### src/hw/rtl/stfq_div.sv
// ----------------------------------------------------------------------------
// stfq_div: shared restoring divider
// One quotient bit per cycle; result held until the next start.
// ----------------------------------------------------------------------------
`default_nettype none

module stfq_div #(
  parameter int DividendW = 40,
  parameter int DivisorW  = 30
) (
  input  wire logic                 clk_i,
  input  wire logic                 rst_ni,
  input  wire logic                 start_i,
  input  wire logic [DividendW-1:0] dividend_i,
  input  wire logic [DivisorW-1:0]  divisor_i,
  output logic                      done_o,
  output logic [DividendW-1:0]      quotient_o
);
  localparam int CntW = $clog2(DividendW + 1);

  logic [CntW-1:0]      cnt_q;
  logic                 run_q;
  logic                 done_q;
  logic [DivisorW:0]    rem_q;
  logic [DivisorW-1:0]  dvs_q;
  logic [DividendW-1:0] quo_q;
  logic [DivisorW:0]    trial;
  logic                 fits;

  assign trial = {rem_q[DivisorW-1:0], quo_q[DividendW-1]};
  assign fits  = trial >= {1'b0, dvs_q};

  always_ff @(posedge clk_i or negedge rst_ni) begin
    if (!rst_ni) begin
      cnt_q  <= '0;
      run_q  <= 1'b0;
      done_q <= 1'b0;
    end else begin
      done_q <= 1'b0;
      if (start_i) begin
        cnt_q <= '0;
        run_q <= 1'b1;
      end else if (run_q) begin
        cnt_q <= cnt_q + 1'b1;
        if (cnt_q == CntW'(DividendW - 1)) begin
          run_q  <= 1'b0;
          done_q <= 1'b1;
        end
      end
    end
  end

  always_ff @(posedge clk_i) begin
    if (start_i) begin
      rem_q <= '0;
      dvs_q <= divisor_i;
      quo_q <= dividend_i;
    end else if (run_q) begin
      rem_q <= fits ? (trial - {1'b0, dvs_q}) : trial;
      quo_q <= {quo_q[DividendW-2:0], fits};
    end
  end

  assign done_o     = done_q;
  assign quotient_o = quo_q;

endmodule

`default_nettype wire

### config.mk
export PLATFORM = sky130hd
export DESIGN_NAME = stfq_div
export DESIGN_NICKNAME = d
export VERILOG_FILES = /design/src/hw/rtl/stfq_div.sv
export SDC_FILE = /design/constraint.sdc
export NUM_CORES = 1
export LEC_CHECK = 0
export BUFFER_PORTS_ARGS = -buffer_cell sky130_fd_sc_hd__buf_2
export CORE_MARGIN = 10
export CORE_UTILIZATION = 34
export CTS_CLUSTER_DIAMETER = 120
export DETAILED_ROUTE_END_ITERATION = 10
export PLACE_DENSITY_LB_ADDON = 0.12
export RECOVER_POWER = 25
export REMOVE_ABC_BUFFERS = 1
export SYNTH_ARGS = -nofsm -noshare
export SYNTH_HDL_FRONTEND = slang
export SYNTH_SLANG_ARGS = --single-unit
### constraint.sdc
create_clock -name clk_i -period 3.26 [get_ports clk_i]
set_input_delay 0.163 -clock clk_i [delete_from_list [all_inputs] [get_ports clk_i]]
set_output_delay 0.163 -clock clk_i [all_outputs]
set_load 0.1 [all_outputs]
==> flow_metrics.tcl, run 1 <==
set metrics [dict create \
    met1_usage 0.161 \
    ys_seq_area_frac 0.474 \
    async_flop_share 0.0741 \
    violations "capacitance limit, slew limit" \
    drtIter0Drc 218 \
    start_util 0.343 \
    grt_pass1_wl_um 25300 \
    synth-seq-cells 108 \
    fin_util 0.427 \
    cp_max_fo 4 \
    synth_area_mm2 0.00612 \
    cp_slowest_cell "or4_4" \
    root_buffer "clkbuf_16" \
    grt_start_max_net_pins 43 \
    cp.required_ns 3.53 \
    hpwlAfterDp_um 11100 \
    synth_simple_gate_area_share 0.113 \
    drive_gt1_frac 0.283 \
    pre_cts_ws_ns 0.0983 \
    fin_area_mm2 0.00761 \
    min_period_over_period 0.953 \
    drc 0 \
    core_area_mm2 0.0178 \
    switchingPower_mw 2.39 \
    post-synth-top-area-cell "edfxtp_1" \
    numCtsBuffers 9 \
    grt_pass1_vias 5109 \
    finalHoldViolations 0 \
    dpl_cell_area_mm2 0.00700 \
    cts_tree "yes" \
    maxCapViolCount 1 \
    die_x_um 154 \
    synth.distinct_cells 69 \
    synth_top_family_by_area "compound AO/OA/AOI/OAI gates" \
    yosys_warnings 0 \
    p_per_area_mw_per_mm2 761 \
    met3_usage 0.0552 \
    synthAdderAreaFrac 0.0687 \
    htreeDepth 3 \
    wl_per_cell_um 16.0 \
    yosysTopAreaCellShare 0.343 \
    p_int_mw 3.40 \
    yosys-top-cells-count "edfxtp_1 (70), nor2_1 (49), mux2_2 (40), inv_1 (39), ha_1 (32)" \
    min_path_type "in2reg" \
    globalplace.congestion 0.857 \
    crit_path_max_incr_delay_ns 0.47 \
    synth_edf_count 70 \
    n_fill_cell 1709 \
    synth_area_leaders "edfxtp_1 (34%), dfxtp_1 (9.8%), mux2_2 (7.4%)" \
    synthMostInstantiatedCell "edfxtp_1" \
    start_kind "flop" \
    grt_overflow 0 \
    fin_tns_setup_ns 0 \
    critPathArrivalTime_ns 3.38 \
    clk_path_buf_depth 2 \
    busiest_layer "met2" \
    clock_sinks 108 \
    area_growth_syn_to_layout_pct 24.3 \
    grt_usage 0.127 \
    grtUsageMet2 0.196 \
    fin_ws_ns 0.154 \
    fp.dieH_um 154 \
    setup_viol 0 \
    nets 814 \
    combinationalPowerShare 0.494 \
    status "complete, but fails checks" \
    fin_crit_ns 3.11 \
    dieArea_mm2 0.0238 \
    crit_type "reg2reg" \
    fp-row-count 49 \
    sequentialPowerShare 0.324 \
    synth_area_per_cell_um2 10.9 \
    ir_drop_mv 0.377 \
    slew_headroom -0.515 \
    synth_compound_area_frac 0.144 \
    io_pins 114 \
    synth.area.mux_share 0.114 \
    path_clk_slew_ns 0.08 \
    cp-end-kind "flop" \
    final_max_slew_viol_count 43 \
    path_buf_inv 2 \
    cp_top_family "compound AO/OA/AOI/OAI gates" \
    timing.fmax_mhz 322 \
    antenna_found_initial 0 \
    synth_flop_cell "edfxtp_1" \
    antenna_left 0 \
    synth_cells 564 \
    finClkSkew_ns 0.00781 \
    worst_pin_slew_ns 2.27 \
    path_cells "inv_2 > ha_1 > inv_1 > fa_2 > a21o_1 > a221oi_4 > o31ai_4 > a2111o_1 > nand2_1 > nor2_1 > or4_4 > a311oi_2" \
    port_buffers 113 \
    totalWireLength_um 15100 \
    via_count 4723 \
    clkPwrFrac 0.182 \
    synth_xor_area_frac 0.0372 \
    leakage_nw 3.38 \
    drt_first_pass_iters 5 \
    via_per_inst 5.01 \
    insertion_delay_ns 0.36 \
    power_switching_share 0.413 \
    diodes 0 \
]
flip-flops by register name, summed over array words and instances, names as in the netlist:
register	count
rem_q	30
done_o	1
dvs_q	30
cnt_q	6
quotient_o	40
run_q	1
per-layer routing:
layer	vias to the layer above	routed length, µm
met4	0	182
met2	142	6790
met1	2187	6870
li1	2382	-
met5	-	0
met3	12	1230
layout by cell type (no fill, tap or decap), drive strengths merged, types with 8 or more instances in the layout:
cell         netlist  routed
dfrtp              8       8
ha                32      32
a211oi            24      24
inv               39      42
nor3              10      10
xor2              14      14
mux2i             25      25
buf                7     130
o21ai             10      10
dfxtp             30      30
clkbuf            23      12
nand4              8       8
edfxtp            70      70
mux2              40      40
xnor2             12      12
a21oi             31      31
a21o               9       9
dlygate4sd3        0      31
nor2b              8       8
nand2             27      27
nor2              49      49
metrics by stage:
stage / hold WS [ns] / cells / power (mW)
final: 0.0969 / 942 / 5.79
after global routing: 0.0828 / 942 / 6.21
after CTS: 0.0818 / 941 / 5.82
after detailed placement: 0.0174 / 894 / 4.69
after global placement: 0.0135 / 894 / 4.69
after floorplan: -0.133 / 534 / 4.00
power by group through the flow:
stage,clock (mW),sequential (mW),combinational (mW)
after global placement,0,1.90,2.79
after CTS,1.10,1.88,2.83
after detailed placement,0,1.90,2.79
after floorplan,0,2.30,1.70
after global routing,1.16,1.92,3.14
final,1.05,1.88,2.86
final cells by class:
type	instances	area, µm²	share of cell area
multi-input combinational	387	2960	0.389
sequential	108	2900	0.381
timing repair buffer	163	1040	0.137
tap	229	287	0.0376
clock buffer	10	229	0.0301
inverter	39	146	0.0192
clock inverter	6	47.5	0.00624
worst register-to-register path, stage by stage, from the launching register on:
cell	delay (ns)
edfxtp_1	0.40
inv_2	0.09
ha_1	0.14
inv_1	0.06
fa_2	0.36
a21o_1	0.21
a221oi_4	0.32
o31ai_4	0.13
a2111o_1	0.44
nand2_1	0.10
nor2_1	0.05
or4_4	0.47
a311oi_2	0.25
worst paths after layout:
check                                     from             end  slack (ns)  cells past startpoint
worst max register to register  quotient_o[39]       rem_q[22]        0.15                     12
worst min-delay path            dividend_i[20]  quotient_o[20]         0.1                      2
worst min register to register       rem_q[28]       rem_q[28]        0.51                      2
max in group asynchronous               rst_ni           run_q        2.68                      2
min in group asynchronous               rst_ni          done_o        0.25                      2
worst max-delay path            quotient_o[39]       rem_q[22]        0.15                     12
cell families after synthesis:
logic type,count (synthesis)
adder cells (fa/ha/maj),33
buffers and inverters,69
multiplexers,65
AO/OA/AOI/OAI,123
flip-flops,108
AND/OR/NAND/NOR,140
XOR/XNOR,26
repair_timing:
item / in CTS / in global routing
hold buffers: 31 / 0
setup endpoints to repair: 0 / 5
setup buffers: 0 / 1
gates resized for setup: 0 / 6
endpoints found under the hold margin: 38 / 0
Power figures use the tool's default switching activity.
==> run 2: changes to the inputs <==
--- a/config.mk
+++ b/config.mk
@@ -11,7 +11,7 @@
 export CTS_CLUSTER_DIAMETER = 120
 export DETAILED_ROUTE_END_ITERATION = 10
 export PLACE_DENSITY_LB_ADDON = 0.12
-export RECOVER_POWER = 25
+export RECOVER_POWER = 100
 export REMOVE_ABC_BUFFERS = 1
 export SYNTH_ARGS = -nofsm -noshare
 export SYNTH_HDL_FRONTEND = slang
==> flow_metrics.tcl, run 2 (synthesized netlist as in run 1, its figures left out) <==
set metrics [dict create \
    status "complete, but fails checks" \
    violations "capacitance limit, slew limit" \
    reg2reg_setup_slack_ns 0.15 \
    drive_gt1_frac 0.224 \
    min_period_over_period 0.954 \
    core_area_mm2 0.0178 \
    r2r_end "rem_q[22]" \
    power_switching_share 0.414 \
    via_count 4706 \
    n_fill_cell 1733 \
    port_buffers 113 \
    start_kind "flop" \
    largest_register_ffs 40 \
    diodes 0 \
    insertion_delay_ns 0.36 \
    grt_overflow 0 \
    r2r-start "quotient_o[39]" \
    cp_top_family "compound AO/OA/AOI/OAI gates" \
    cp.required_ns 3.53 \
    io_pins 114 \
    antenna_found_initial 0 \
    wl_per_cell_um 15.9 \
    area_growth_syn_to_layout_pct 23.4 \
    fin_crit_ns 3.11 \
    startpoint "quotient_o[39]" \
    busiest_layer "met2" \
    antenna_left 0 \
    crit_type "reg2reg" \
    worst_pin_slew_ns 2.24 \
    path_clk_slew_ns 0.08 \
    grt_start_max_net_pins 43 \
    rr_worst_depth 12 \
    cp_max_fo 4 \
    cts_tree "yes" \
    finalHoldViolations 0 \
    final_max_slew_viol_count 43 \
    globalplace.congestion 0.857 \
    cp-endpoint "rem_q[22]" \
    clkPwrFrac 0.182 \
    nets 814 \
    cp-end-kind "flop" \
    switchingPower_mw 2.39 \
    root_buffer "clkbuf_16" \
    slew_headroom -0.490 \
    numCtsBuffers 9 \
    setup_viol 0 \
    p_per_area_mw_per_mm2 764 \
    clk_path_buf_depth 2 \
    combinationalPowerShare 0.492 \
    cp_slowest_cell "or4_4" \
    dpl.cell_count 894 \
    min_path_type "in2reg" \
    crit_path_max_incr_delay_ns 0.47 \
    finClkSkew_ns 0.00847 \
    htreeDepth 3 \
    ir_drop_mv 0.379 \
    final_cells 942 \
    fp.dieH_um 154 \
    grtUsageMet2 0.196 \
    drt_first_pass_iters 5 \
    leakage_nw 3.26 \
    seq_area_mm2 0.00290 \
    via_per_inst 5.00 \
    multiInputGateArea_mm2 0.00296 \
    drtIter0Drc 222 \
    sequentialPowerShare 0.326 \
    grt_pass1_vias 5109 \
    fin_hold_ws_ns 0.0979 \
    grt_usage 0.127 \
    start_util 0.343 \
    met3_usage 0.0552 \
    clock_sinks 108 \
    hpwlAfterDp_um 11100 \
    fin_tns_setup_ns 0 \
    path_buf_inv 2 \
    crit_cells 12 \
    final_cell_mix "edfxtp_1 (70), buf_2 (70), nor2_1 (49)" \
    timing.fmax_mhz 322 \
    p_int_mw 3.38 \
    path_cells "inv_2 > ha_1 > inv_1 > fa_2 > a21o_1 > a221oi_4 > o31ai_4 > a2111o_1 > nand2_1 > nor2_1 > or4_4 > a311oi_2" \
    met1_usage 0.161 \
    critPathArrivalTime_ns 3.38 \
    grt_pass1_wl_um 25300 \
    dieArea_mm2 0.0238 \
    fp-row-count 49 \
    drc 0 \
    totalWireLength_um 15000 \
    maxCapViolCount 1 \
    die_x_um 154 \
    total_power_mw 5.78 \
]
run 2: changes by cell type in the layout (fill, tap and decap cells not counted), sizes merged:
cell / before / now
buf: 130 / 85
clkbuf: 12 / 57
run 2: worst min path at each step:
stage,start,to,slack (ns),depth (start not counted)
after detailed placement,rst_ni,done_o,0.02,1
after floorplan,rst_ni,cnt_q[0],-0.13,0
after CTS,dividend_i[17],quotient_o[17],0.08,2
after global routing,dividend_i[21],quotient_o[21],0.08,2
after global placement,rst_ni,cnt_q[3],0.01,1
final,dividend_i[20],quotient_o[20],0.1,2
run 2: repair_timing:
item,4_1_cts,5_1_grt
setup buffers,0,1
gates resized for setup,0,6
setup endpoints to repair,0,5
hold buffers,31,0
hold endpoints to repair,38,0
run 2: stage by stage:
step	instance area [µm²]	utilization	worst slack [ns]
finish	7560	0.424	0.151
global placement	7000	0.392	0.162
CTS	7580	0.425	0.0419
detailed placement	7000	0.392	0.0983
global route	7560	0.424	-0.00884
floorplan	5970	-	-0.445
run 2: layout make-up:
| class | instances | area share |
|---|---|---|
| repair buffers | 163 | 0.130 |
| well taps | 229 | 0.0379 |
| clock inverters | 6 | 0.00629 |
| flip-flops and latches | 108 | 0.384 |
| multi-input cells | 387 | 0.392 |
| inverters | 39 | 0.0194 |
| clock buffers | 10 | 0.0303 |
run 2: power by group through the flow:
| stage | clock network (mW) | registers [mW] | logic [mW] |
|---|---|---|---|
| global placement | 0 | 1.90 | 2.79 |
| finish | 1.05 | 1.88 | 2.84 |
| CTS | 1.10 | 1.88 | 2.83 |
| global route | 1.16 | 1.92 | 3.12 |
| detailed placement | 0 | 1.90 | 2.79 |
| floorplan | 0 | 2.30 | 1.70 |
run 2: worst register-to-register path, stage by stage (launching register included):
cell	delay [ns]
edfxtp_1	0.40
inv_2	0.09
ha_1	0.14
inv_1	0.06
fa_2	0.36
a21o_1	0.21
a221oi_4	0.33
o31ai_4	0.13
a2111o_1	0.44
nand2_1	0.10
nor2_1	0.05
or4_4	0.47
a311oi_2	0.25
run 2: routing by layer:
metal,vias up,part of all wire
met1,2167,0.46
met5,-,0
met2,143,0.45
met4,0,0.012
li1,2384,-
met3,12,0.077
